**config.mk**
```make
export PLATFORM = sky130hd
export DESIGN_NAME = psg_port_interface
export DESIGN_NICKNAME = d
export VERILOG_FILES = /design/src/rtl/psg_pkg.sv /design/src/rtl/psg_core.sv /design/src/rtl/psg_port_interface.sv
export SDC_FILE = /design/constraint.sdc
export NUM_CORES = 1
export LEC_CHECK = 0
export BUFFER_PORTS_ARGS = -buffer_cell sky130_fd_sc_hd__buf_4
export CELL_PAD_IN_SITES_DETAIL_PLACEMENT = 1
export CELL_PAD_IN_SITES_GLOBAL_PLACEMENT = 1
export CORE_UTILIZATION = 42
export CTS_CLUSTER_DIAMETER = 60
export DETAILED_ROUTE_END_ITERATION = 10
export GPL_ROUTABILITY_DRIVEN = 0
export GPL_TIMING_DRIVEN = 0
export HOLD_SLACK_MARGIN = 0.1
export PLACE_DENSITY = 0.75
export SLEW_MARGIN = 20
export SYNTH_ARGS = -nofsm -noshare
export SYNTH_HDL_FRONTEND = slang
export SYNTH_SLANG_ARGS = --single-unit
```
**constraint.sdc**
```tcl
create_clock -name aclk -period 5.6 [get_ports aclk]
set_input_delay 0.84 -clock aclk [delete_from_list [all_inputs] [get_ports aclk]]
set_output_delay 0.84 -clock aclk [all_outputs]
set_load 0.05 [all_outputs]
```
**src/rtl/psg_pkg.sv**
```systemverilog
`timescale 1ns / 1ps
// ----------------------------------------------------------------------------
// psg_pkg
// Shared types, port decode constants and register field masks for the
// sound-chip port interface.
// ----------------------------------------------------------------------------
package psg_pkg;

    localparam int NumSoundRegs = 16;
    localparam int RegIdxW      = $clog2(NumSoundRegs);

    // access kind
    typedef enum logic {
        CMD_READ  = 1'b0,
        CMD_WRITE = 1'b1
    } psg_cmd_t;

    // two-phase control functions (wdata bits 7..6)
    typedef enum logic [1:0] {
        FN_INACTIVE   = 2'd0,
        FN_NOP        = 2'd1,
        FN_WRITE_REG  = 2'd2,
        FN_LATCH_ADDR = 2'd3
    } psg_fn_t;

    // port decode constants
    localparam logic [15:0] PORT_SELECT = 16'hFFFD;
    localparam logic [15:0] PORT_DATA   = 16'hBFFD;
    localparam logic [7:0]  LO_BEEPER   = 8'hFE;
    localparam logic [7:0]  HI_PPI_WR   = 8'hF4;
    localparam logic [7:0]  HI_PPI_RD   = 8'hF5;
    localparam logic [7:0]  HI_CTRL_WR  = 8'hF6;
    localparam logic [7:0]  HI_CTRL_RD  = 8'hF7;
    localparam logic [7:0]  IDLE_RDATA  = 8'hFF;
    localparam int          BeeperBit   = 4;

    // first register index not writable through the control port
    localparam logic [RegIdxW-1:0] REG_FIRST_LOCKED = RegIdxW'(14);

    localparam logic [7:0] CFG_MASK_RESET = 8'hFF;

    typedef struct packed {
        psg_cmd_t    cmd;
        logic [15:0] port;
        logic [7:0]  wdata;
    } psg_in_t;

    typedef struct packed {
        logic [7:0] rdata;
        logic       beeper_level;
    } psg_out_t;

    // valid-bit mask per register for control-port writes
    function automatic logic [7:0] field_mask(input logic [RegIdxW-1:0] r);
        logic [7:0] m;
        case (r)
            RegIdxW'(1), RegIdxW'(3), RegIdxW'(5), RegIdxW'(13): m = 8'h0F;
            RegIdxW'(6), RegIdxW'(8), RegIdxW'(9), RegIdxW'(10): m = 8'h1F;
            RegIdxW'(7): m = 8'h3F;
            default:     m = 8'hFF;
        endcase
        return m;
    endfunction

endpackage

```
**src/rtl/psg_core.sv**
```systemverilog
`timescale 1ns / 1ps
// ----------------------------------------------------------------------------
// psg_core
// Port decode and register file: applies one bus transaction per cycle while
// fire is high and produces its read data and beeper level.
// ----------------------------------------------------------------------------
module psg_core (
    input  logic             aclk,
    input  logic             aresetn,
    input  logic             fire,
    input  psg_pkg::psg_in_t item,
    input  logic [7:0]       port_mask,
    output psg_pkg::psg_out_t result
);
    import psg_pkg::*;

    logic [7:0]         sound_regs_reg [NumSoundRegs];
    logic [RegIdxW-1:0] reg_select_reg, reg_select_next;
    logic               beeper_reg, beeper_next;
    logic [7:0]         ppi_data_reg, ppi_data_next;
    psg_fn_t            pending_reg, pending_next;

    logic               reg_wr_en;
    logic [7:0]         reg_wr_data;
    logic [7:0]         hi;
    logic [7:0]         rdata;
    psg_fn_t            fn;
    logic               is_lo_beeper;

    assign hi           = item.port[15:8] & port_mask;
    assign fn           = psg_fn_t'(item.wdata[7:6]);
    assign is_lo_beeper = (item.port[7:0] == LO_BEEPER);

    always_comb begin
        reg_select_next = reg_select_reg;
        beeper_next     = beeper_reg;
        ppi_data_next   = ppi_data_reg;
        pending_next    = pending_reg;
        reg_wr_en       = 1'b0;
        reg_wr_data     = item.wdata;
        rdata           = IDLE_RDATA;

        if (item.cmd == CMD_READ) begin
            if (item.port == PORT_DATA) begin
                rdata = sound_regs_reg[reg_select_reg];
            end else if (is_lo_beeper) begin
                rdata = {7'd0, beeper_reg};
            end else if (hi == (HI_PPI_RD & port_mask) || hi == (HI_CTRL_RD & port_mask)) begin
                rdata = sound_regs_reg[reg_select_reg];
            end
        end else begin
            if (item.port == PORT_SELECT) begin
                reg_select_next = item.wdata[RegIdxW-1:0];
            end else if (item.port == PORT_DATA) begin
                reg_wr_en = 1'b1;
            end else if (is_lo_beeper) begin
                beeper_next = item.wdata[BeeperBit];
            end else if (hi == (HI_PPI_WR & port_mask)) begin
                ppi_data_next = item.wdata;
            end else if (hi == (HI_CTRL_WR & port_mask)) begin
                if (pending_reg == FN_INACTIVE) begin
                    pending_next = fn;
                end else if (fn == FN_INACTIVE) begin
                    case (pending_reg)
                        FN_LATCH_ADDR: begin
                            reg_select_next = ppi_data_reg[RegIdxW-1:0];
                        end
                        FN_WRITE_REG: begin
                            reg_wr_en   = (reg_select_reg < REG_FIRST_LOCKED);
                            reg_wr_data = ppi_data_reg & field_mask(reg_select_reg);
                        end
                        default: begin
                        end
                    endcase
                    pending_next = FN_INACTIVE;
                end
            end
        end

        result.rdata        = rdata;
        result.beeper_level = beeper_next;
    end

    always_ff @(posedge aclk) begin
        if (!aresetn) begin
            for (int i = 0; i < NumSoundRegs; i++) begin
                sound_regs_reg[i] <= 8'd0;
            end
            reg_select_reg <= '0;
            beeper_reg     <= 1'b0;
            ppi_data_reg   <= 8'd0;
            pending_reg    <= FN_INACTIVE;
        end else if (fire) begin
            if (reg_wr_en) begin
                sound_regs_reg[reg_select_reg] <= reg_wr_data;
            end
            reg_select_reg <= reg_select_next;
            beeper_reg     <= beeper_next;
            ppi_data_reg   <= ppi_data_next;
            pending_reg    <= pending_next;
        end
    end

endmodule

```
**src/rtl/psg_port_interface.sv**
```systemverilog
`timescale 1ns / 1ps
// ----------------------------------------------------------------------------
// psg_port_interface
// Sound-chip bus interface: sixteen-entry register file reached through a
// select/data port pair or through a ppi latch and two-phase control port,
// plus a one-bit beeper latch.
// ----------------------------------------------------------------------------
// path: a transaction accepted on s_ is held in the input register, then moves
//   into the result register and is offered on m_ once that stage is free
// throughput: one transaction per cycle unless m_ready stalls both stages;
//   input register -> combinational decode and update -> result register
// reset: synchronous active-low aresetn clears the register file, select,
//   beeper, ppi latch, armed function and both valid flags; port mask -> 0xFF
// ----------------------------------------------------------------------------
module psg_port_interface (
    input  logic              aclk,
    input  logic              aresetn,
    // bus access in
    input  logic              s_valid,
    output logic              s_ready,
    input  psg_pkg::psg_in_t  s_data,
    // result out
    output logic              m_valid,
    input  logic              m_ready,
    output psg_pkg::psg_out_t m_data,
    // port mask register write
    input  logic              cfg_valid,
    output logic              cfg_ready,
    input  logic [7:0]        cfg_data
);
    import psg_pkg::*;

    psg_in_t    in_data_reg;
    logic       in_valid_reg, in_valid_next;
    psg_out_t   out_data_reg;
    logic       out_valid_reg, out_valid_next;
    logic [7:0] port_mask_reg;
    psg_out_t   core_result;
    logic       advance;

    // always ready; the user must change the mask only while idle, unenforced
    assign cfg_ready = 1'b1;

    // move the held transaction into the result stage when that stage is free
    assign advance = in_valid_reg && (!out_valid_reg || m_ready);
    assign s_ready = !in_valid_reg || !out_valid_reg || m_ready;

    always_comb begin
        in_valid_next = in_valid_reg;
        if (s_valid && s_ready) begin
            in_valid_next = 1'b1;
        end else if (advance) begin
            in_valid_next = 1'b0;
        end

        out_valid_next = out_valid_reg;
        if (advance) begin
            out_valid_next = 1'b1;
        end else if (m_ready) begin
            out_valid_next = 1'b0;
        end
    end

    always_ff @(posedge aclk) begin
        if (!aresetn) begin
            in_valid_reg  <= 1'b0;
            out_valid_reg <= 1'b0;
            port_mask_reg <= CFG_MASK_RESET;
        end else begin
            in_valid_reg  <= in_valid_next;
            out_valid_reg <= out_valid_next;
            if (cfg_valid && cfg_ready) begin
                port_mask_reg <= cfg_data;
            end
        end
    end

    // payload registers, no reset needed
    always_ff @(posedge aclk) begin
        if (s_valid && s_ready) begin
            in_data_reg <= s_data;
        end
        if (advance) begin
            out_data_reg <= core_result;
        end
    end

    // decode and state update happen as the transaction leaves the input stage
    psg_core u_core (
        .aclk      (aclk),
        .aresetn   (aresetn),
        .fire      (advance),
        .item      (in_data_reg),
        .port_mask (port_mask_reg),
        .result    (core_result)
    );

    assign m_valid = out_valid_reg;
    assign m_data  = out_data_reg;

endmodule

```
==> results.json, run 1 <==
{
  "outcome": "complete, no violations",
  "path_class": "flop to flop",
  "die_width_um": 148,
  "hold_path_startpoint": "port_mask_reg[1]",
  "cts_hold_buf": 0,
  "largest_reg_flops": 128,
  "placed_area_um2": 9620,
  "yosysTopAreaCellShare": 0.545,
  "clk_path_buf_depth": 2,
  "synthTopCellsByCount": "edfxtp_1 (162), nor2_1 (95), nor3_2 (54)",
  "cts_sinks": 194,
  "initial_utilization": 0.435,
  "firstDrtPassIters": 5,
  "port_buffers": 47,
  "grt_setup_unrepaired": "no",
  "yosysTopAreaCell": "edfxtp_1",
  "min_path_cells": 2,
  "yosysWarnings": 0,
  "dp_hpwl_um": 17000,
  "overflow": 0,
  "routedWlPerCell_um": 24.0,
  "max-cap-violations": 0,
  "worstPathRequired_ns": 5.66,
  "grt_first_pass_wirelength_um": 35500,
  "finalHoldWorstSlack_ns": 0.479,
  "place_inst": 944,
  "min_period_over_period": 0.617,
  "antenna_found_initial": 0,
  "hold_path_class": "flop to flop",
  "hold_viol": 0,
  "grt_use_total": 0.225,
  "cts_tree": "done",
  "cts_resized": 0,
  "reg2reg_from": "in_data_reg[7]",
  "nets": 733,
  "synth-async-reset-ratio": 0,
  "rows": 52,
  "path_clk_slew_ns": 0.07,
  "fin_skew_ns": 0.0129,
  "area.growth.synth_to_final_pct": 14.3,
  "final_area_um2": 10200,
  "layoutNonFillerInstCount": 976,
  "die_h_um": 148,
  "drt_iter0_markers": 422,
  "root_buffer": "clkbuf_16",
  "arrival_ns": 3.51,
  "cp-end-kind": "flop",
  "clkLatencyLatePin_ns": 0.44,
  "fill_cells": 2089,
  "fmax_mhz": 289,
  "p_per_area_nw_per_um2": 294,
  "fp.coreArea_um2": 20600,
  "slew_headroom": 0.315,
  "r2r-end": "u_core.sound_regs_reg[1][1]",
  "synth.avg_cell_area_um2": 14.2,
  "grt_pass1_vias": 6064,
  "min_period_ns": 3.46,
  "dieArea_um2": 21900,
  "syn-cell-area_um2": 8930,
  "critPathLaunchType": "flop",
  "drive_above_1_share": 0.305,
  "grt_max_degree": 26,
  "finalSetupViolCount": 0,
  "totalWireLength_um": 23400,
  "power_mw": 3.00,
  "cts_made_buffers": 17,
  "syn_inst": 627,
  "num_antenna_cells": 0,
  "p_leak_nw": 3.43,
  "num_io_pins": 50,
  "synth_ff_type": "edfxtp_1",
  "drcViolationCount": 0,
  "cts_setup_buffers": 0,
  "vias": 5581,
  "reg2reg_depth": 8,
  "vdd_ir_drop_max_mv": 0.206,
  "synth-edff-count": 162,
  "fin_tns_setup_ns": 0,
  "rrSetupSlack_ns": 2.14,
  "critical_path.max_fanout": 10,
  "syn_nets": 667,
  "synth_cell_type_count": 57,
  "cts_max_level": 4,
  "synth_most_common_cell": "edfxtp_1",
  "hold_end": "port_mask_reg[1]",
  "antenna_left": 0,
  "final_max_slew_viol_count": 0,
  "synth.area.top_cells": "edfxtp_1 (54%), mux4_2 (10%), dfxtp_1 (7.2%)",
  "avgViaCountPerCell": 5.72,
  "synth-seq-cells": 194,
  "worstMarginPinSlew_ns": 1.02,
  "seq_area_frac_synth": 0.616
}
worst max-delay path by stage:
stage | from | endpoint | slack (ns) | cells after the start
final | in_data_reg[7] | u_core.sound_regs_reg[1][1] | 2.14 | 8
after global routing | in_data_reg[7] | u_core.sound_regs_reg[1][4] | 1.97 | 8
after CTS | in_data_reg[7] | u_core.sound_regs_reg[3][1] | 2.18 | 8
after detailed placement | in_data_reg[7] | u_core.sound_regs_reg[3][4] | 2.21 | 8
after global placement | in_data_reg[7] | u_core.sound_regs_reg[2][5] | 2.17 | 7
after floorplan | in_data_reg[7] | u_core.sound_regs_reg[5][0] | 2.87 | 7
worst max-delay path, cell delays in order, from the launching register on:
cell,delay (ns)
edfxtp_1,0.51
nor4b_1,0.37
nand3_1,0.16
nor3_2,0.27
a31oi_2,0.25
nor3_4,0.21
nand2_2,0.18
buf_2,0.28
o21ai_1,0.83
metrics by stage:
| step | setup WS, ns | util |
|---|---|---|
| 2_1_floorplan | 2.87 | - |
| 3_3_place_gp | 2.17 | 0.468 |
| 3_5_place_dp | 2.21 | 0.468 |
| 4_1_cts | 2.18 | 0.496 |
| 5_1_grt | 1.97 | 0.496 |
| 6_report | 2.14 | 0.496 |
power by group:
group | internal (mW) | switching, mW | total [mW]
Sequential | 1.61 | 0.0243 | 1.63
Combinational | 0.0523 | 0.0975 | 0.150
Clock | 0.666 | 0.555 | 1.22
placed cells by master, fill, tap and decap left out, drive strengths merged, types with 5 or more instances in the layout:
cell and count:
dfxtp 32, inv 16, nor2 96, mux2i 25
clkbuf 39, mux4 40, nand2 42, and2 7
a21oi 6, o21ai 14, nand2b 11, clkinv 6
o21bai 8, edfxtp 162, nor3 71, nand3 10
a211oi 5, a31oi 7, buf 70
kinds of logic (layout without fill, tap and decap cells):
family          after synthesis  in the layout  synth area share
compound gates               50             50            0.0437
fa+ha+maj                     2              2           0.00280
buf+inv                      55            134            0.0294
flops                       194            194             0.616
mux                          66             66             0.136
other cells                   1              1          0.000420
simple gates                259            259             0.172
area by class of cell:
type | instances | area (um^2) | share of cell area
plain buffers | 44 | 221 | 0.0217
clock buffers | 18 | 429 | 0.0420
clock inverters | 14 | 153 | 0.0150
inverters | 11 | 41.3 | 0.00405
multi-input cells | 378 | 3170 | 0.310
flip-flops and latches | 194 | 5510 | 0.539
well taps | 270 | 338 | 0.0331
repair buffers | 47 | 353 | 0.0346
per-layer routing:
layer | wire (um) | up-vias | global-route usage
li1 | - | 2490 | -
met1 | 9630 | 2869 | 0.284
met2 | 11900 | 189 | 0.385
met3 | 1400 | 33 | 0.0469
met4 | 473 | 0 | 0.0727
met5 | 0 | - | 0
(Power assumes the default switching activity.)
==> run 2, diff against run 1 <==
- ABC_AREA: not set -> 1
- PLACE_DENSITY: 0.75 -> 0.81
- clock period: 5.6 -> 2.9 ns (I/O delays scaled with it)
==> run 2 against run 1 <==
Effect of this change:
- clock power is 93% higher
- non-clock buffer count decreased by 1
- critical path type unchanged
- maximum frequency grew 31%
- global-route usage is 0.54 points higher
==> results.json, run 2 <==
{
  "outcome": "complete, no violations",
  "cp_cell_sequence": "nor2_1, inv_1, nor3_1, o2111ai_1, nand2_2, nand2_4, inv_2, nand3_1, nand2_1",
  "hold_viol": 0,
  "drcViolationCount": 0,
  "final_area_um2": 9970,
  "cts_max_level": 4,
  "power_mw": 5.76,
  "worstPathRequired_ns": 3.00,
  "yosysTopAreaCell": "edfxtp_1",
  "critical_path.max_fanout": 9,
  "die_h_um": 146,
  "synth-edff-count": 162,
  "cp_slowest_cell": "nand2_1",
  "fill_cells": 2268,
  "netSwitchingPower_mw": 1.34,
  "rows": 52,
  "nets": 952,
  "final_common_cell": "nor2_1",
  "grt_setup_unrepaired": "no",
  "clkPwrFrac": 0.408,
  "slew_headroom": 0.524,
  "synth-seq-cells": 194,
  "fmax_mhz": 378,
  "final_cell_mix": "nor2_1 (225), edfxtp_1 (162), nand2_1 (101)",
  "dp_slack_ns": 0.164,
  "synth-async-reset-ratio": 0,
  "fin_skew_ns": 0.00945,
  "port_buffers": 47,
  "num_io_pins": 50,
  "grt_max_degree": 26,
  "cts_sinks": 194,
  "cts_resized": 0,
  "final_max_slew_viol_count": 0,
  "yosysWarnings": 0,
  "max-cap-violations": 0,
  "area.growth.synth_to_final_pct": 14.8,
  "cp-end-kind": "flop",
  "synthTopCellsByCount": "nor2_1 (226), edfxtp_1 (162), nand2_1 (101)",
  "cts_tree": "done",
  "p_comb_frac": 0.046,
  "yosysTopAreaCellShare": 0.560,
  "clk_path_buf_depth": 2,
  "hold_end": "in_data_reg[23]",
  "overflow": 0,
  "cts_hold_buf": 0,
  "cts_setup_buffers": 0,
  "synth.avg_cell_area_um2": 10.3,
  "synth_cell_type_count": 33,
  "arrival_ns": 2.74,
  "routedWlPerCell_um": 19.5,
  "die_width_um": 146,
  "dp_hpwl_um": 17300,
  "crit_buf_inv": 2,
  "hold_path_startpoint": "s_data[23]",
  "num_antenna_cells": 0,
  "seq_area_frac_synth": 0.634,
  "hold_path_class": "input pin to flop",
  "critPathLaunchType": "flop",
  "reg2reg_depth": 9,
  "placed_area_um2": 9390,
  "fin_tns_setup_ns": 0,
  "grt_pass1_vias": 6780,
  "finalSetupViolCount": 0,
  "syn-cell-area_um2": 8690,
  "grt_first_pass_wirelength_um": 36800,
  "antenna_found_initial": 0,
  "vdd_ir_drop_max_mv": 0.448,
  "clkLatencyLatePin_ns": 0.45,
  "fin_ws_ns": 0.252,
  "p_int_mw": 4.42,
  "final_core_utilization": 0.493,
  "synth_most_common_cell": "nor2_1",
  "initial_utilization": 0.429,
  "grt_use_total": 0.230,
  "power_frac_seq": 0.546,
  "firstDrtPassIters": 5,
  "cp_top_family": "simple AND/OR/NAND/NOR gates",
  "min_period_ns": 2.65,
  "syn_nets": 886,
  "totalWireLength_um": 23300,
  "p_per_area_nw_per_um2": 578,
  "fp.coreArea_um2": 20200,
  "vias": 6404,
  "largest_reg_flops": 128,
  "p_leak_nw": 3.92,
  "r2r-end": "u_core.sound_regs_reg[14][2]",
  "path_class": "flop to flop",
  "cts_made_buffers": 17,
  "cpPeakStageDelay_ns": 0.51,
  "antenna_left": 0,
  "synth_ff_type": "edfxtp_1",
  "path_clk_slew_ns": 0.08,
  "min_period_over_period": 0.913,
  "drive_above_1_share": 0.164,
  "rrSetupSlack_ns": 0.25,
  "drt_iter0_markers": 489,
  "root_buffer": "clkbuf_16",
  "syn_inst": 846,
  "avgViaCountPerCell": 5.36,
  "min_path_cells": 1,
  "worstMarginPinSlew_ns": 0.713,
  "dieArea_um2": 21300,
  "reg2reg_from": "in_data_reg[7]",
  "synth.area.top_cells": "edfxtp_1 (56%), nor2_1 (9.8%), dfxtp_1 (7.4%)",
  "switching_share": 0.233
}
[run 2: power groups by stage]
stage | Combinational (mW) | Sequential, mW | Clock, mW
2_1_floorplan | 0.154 | 3.20 | 0
3_3_place_gp | 0.257 | 3.20 | 0
3_5_place_dp | 0.266 | 3.21 | 0
4_1_cts | 0.268 | 3.15 | 2.37
5_1_grt | 0.291 | 3.15 | 2.49
6_report | 0.265 | 3.15 | 2.35
[run 2: worst max path at each step]
stage / startpoint / to / depth (start not counted)
4_1_cts: in_data_reg[7] / u_core.sound_regs_reg[14][0] / 9
3_5_place_dp: m_ready / u_core.sound_regs_reg[14][3] / 11
2_1_floorplan: m_valid / u_core.sound_regs_reg[8][0] / 9
3_3_place_gp: m_ready / u_core.sound_regs_reg[14][3] / 11
5_1_grt: in_data_reg[7] / u_core.sound_regs_reg[14][2] / 9
6_report: in_data_reg[7] / u_core.sound_regs_reg[14][2] / 9
[run 2: metrics by stage]
| step | hold WS (ns) | std cells |
|---|---|---|
| after detailed placement | 0.446 | 1163 |
| after global routing | 0.145 | 1195 |
| after floorplan | 0.429 | 846 |
| after CTS | 0.146 | 1195 |
| after global placement | 0.448 | 1163 |
| final | 0.155 | 1195 |
[run 2: cells by family (layout without fill, tap and decap cells)]
logic type | after synthesis | count (layout) | share of synthesized area
flops | 194 | 194 | 0.634
fa+ha+maj | 2 | 2 | 0.00288
buf+inv | 99 | 178 | 0.0516
compound gates | 134 | 134 | 0.101
other cells | 1 | 1 | 0.000432
simple gates | 416 | 416 | 0.211
[run 2: area by class of cell]
type                       instances  area [um^2]  share of cell area
tap                              270          338              0.0339
sequential                       194         5510               0.552
multi-input combinational        553         2740               0.275
buffer                            43          238              0.0238
clock inverter                    13          109              0.0109
inverter                          56          210              0.0211
clock buffer                      19          475              0.0477
timing repair buffer              47          353              0.0354
[run 2: routing by layer]
layer  vias to the layer above  global-route usage  share of wire
met1                      3145               0.281           0.41
met5                         -                   0              0
li1                       3034                   -              -
met3                        33              0.0348          0.047
met4                         0              0.0968          0.026
met2                       192               0.405           0.52
==> run 3, diff against run 2 <==
- PLACE_DENSITY: 0.81 -> 0.79
- clock period: 2.9 -> 2.75 ns (I/O delays scaled with it)
==> run 3 against run 2 <==
Effect of this change:
- non-clock buffer count stayed put
- utilization fell by 0.14 points
- global-route usage decreased by 0.42 points
- clock skew is 0.0014 ns lower
- sequential power rose by 5%
- critical path depth did not move
- total power increased by 2.5%
- flip-flop and latch count did not move
- clock power fell by 2%
- worst hold slack worse by 0.0044 ns
- critical endpoint is now u_core.sound_regs_reg[6][3]
==> results.json, run 3 (same netlist as run 2, synthesis figures left out) <==
{
  "cts_hold_buf": 0,
  "p_comb_frac": 0.048,
  "final_cell_mix": "nor2_1 (225), edfxtp_1 (162), nand2_1 (95)",
  "cp_top_family": "simple AND/OR/NAND/NOR gates",
  "final_max_slew_viol_count": 0,
  "cts_resized": 0,
  "drive_above_1_share": 0.168,
  "netSwitchingPower_mw": 1.32,
  "slew_headroom": 0.519,
  "die_h_um": 146,
  "grt_max_degree": 26,
  "initial_utilization": 0.429,
  "grt_setup_unrepaired": "no",
  "num_io_pins": 50,
  "port_buffers": 47,
  "switching_share": 0.224,
  "antenna_left": 0,
  "critical_path.max_fanout": 9,
  "final_area_um2": 9940,
  "worst_path_most_repeated_cell": "nand2_2",
  "fmax_mhz": 390,
  "area.growth.synth_to_final_pct": 14.4,
  "clkPwrFrac": 0.391,
  "firstDrtPassIters": 5,
  "dp_hpwl_um": 17100,
  "fp.coreArea_um2": 20200,
  "routedWlPerCell_um": 19.1,
  "cts_made_buffers": 17,
  "grt_use_total": 0.226,
  "nets": 952,
  "p_leak_nw": 3.90,
  "max-cap-violations": 0,
  "vias": 6377,
  "critPathLaunchType": "flop",
  "placed_area_um2": 9390,
  "cts_sinks": 194,
  "final_common_cell": "nor2_1",
  "cpPeakStageDelay_ns": 0.43,
  "p_int_mw": 4.58,
  "drcViolationCount": 0,
  "path_clk_slew_ns": 0.07,
  "cts_setup_buffers": 0,
  "finalSetupViolCount": 0,
  "path_class": "flop to flop",
  "cts_max_level": 4,
  "outcome": "complete, no violations",
  "layoutNonFillerInstCount": 1195,
  "worstMarginPinSlew_ns": 0.720,
  "root_buffer": "clkbuf_16",
  "place_inst": 1163,
  "hold_viol": 0,
  "cp_cell_sequence": "nor2_1, inv_1, nor3_1, o2111ai_1, nand2_2, nand2_4, nor3_4, nand2_2, nand2_1",
  "fin_skew_ns": 0.00803,
  "num_antenna_cells": 0,
  "avgViaCountPerCell": 5.34,
  "worstPathRequired_ns": 2.85,
  "min_period_over_period": 0.932,
  "fin_tns_setup_ns": 0,
  "crit_buf_inv": 1,
  "overflow": 0,
  "p_per_area_nw_per_um2": 594,
  "clkLatencyLatePin_ns": 0.43,
  "min_period_ns": 2.56,
  "fill_cells": 2255,
  "vdd_ir_drop_max_mv": 0.423,
  "hold_path_class": "input pin to flop",
  "grt_first_pass_wirelength_um": 36500,
  "dieArea_um2": 21300,
  "drt_iter0_markers": 562,
  "die_width_um": 146,
  "cts_tree": "done",
  "cp_slowest_cell": "edfxtp_1",
  "grt_pass1_vias": 6645,
  "clk_path_buf_depth": 2,
  "power_frac_seq": 0.562,
  "largest_reg_flops": 128,
  "arrival_ns": 2.66,
  "antenna_found_initial": 0,
  "cp-end-kind": "flop",
  "power_mw": 5.90,
  "rows": 52,
  "finalHoldWorstSlack_ns": 0.151,
  "totalWireLength_um": 22800
}
-- run 3: stage by stage --
| step | setup WS, ns | util |
|---|---|---|
| floorplan | 0.438 | - |
| global placement | 0.0683 | 0.464 |
| detailed placement | -0.0121 | 0.464 |
| CTS | 0.0592 | 0.491 |
| global route | 0.00560 | 0.491 |
| finish | 0.187 | 0.491 |
-- run 3: final timing paths --
kind                                 endpoint             start  slack (ns)  depth (start not counted)
setup reg to reg  u_core.sound_regs_reg[6][3]    in_data_reg[7]        0.19                          9
hold reg to reg              port_mask_reg[2]  port_mask_reg[2]        0.46                          2
setup / recovery  u_core.sound_regs_reg[6][3]    in_data_reg[7]        0.19                          9
hold / removal                in_data_reg[21]        s_data[21]        0.15                          1
-- run 3: cell type report --
cell class,count,area (um^2),area share
well taps,270,338,0.0340
inverters,56,210,0.0211
clock buffers,21,462,0.0464
flip-flops and latches,194,5510,0.554
clock inverters,11,80.1,0.00805
plain buffers,43,238,0.0239
multi-input cells,553,2760,0.277
repair buffers,47,353,0.0355
-- run 3: power by group through the flow --
| stage | registers (mW) | logic, mW | clock network (mW) |
|---|---|---|---|
| finish | 3.32 | 0.281 | 2.31 |
| global route | 3.33 | 0.308 | 2.44 |
| CTS | 3.32 | 0.281 | 2.33 |
| detailed placement | 3.38 | 0.280 | 0 |
| global placement | 3.38 | 0.271 | 0 |
| floorplan | 3.37 | 0.163 | 0 |
-- run 3: routing by layer --
| layer | part of all wire | vias up | wire [um] | GRT usage |
|---|---|---|---|---|
| li1 | - | 3028 | - | - |
| met1 | 0.42 | 3133 | 9640 | 0.282 |
| met2 | 0.50 | 176 | 11400 | 0.392 |
| met3 | 0.046 | 40 | 1060 | 0.0357 |
| met4 | 0.032 | 0 | 730 | 0.0868 |
| met5 | 0 | - | 0 | 0 |
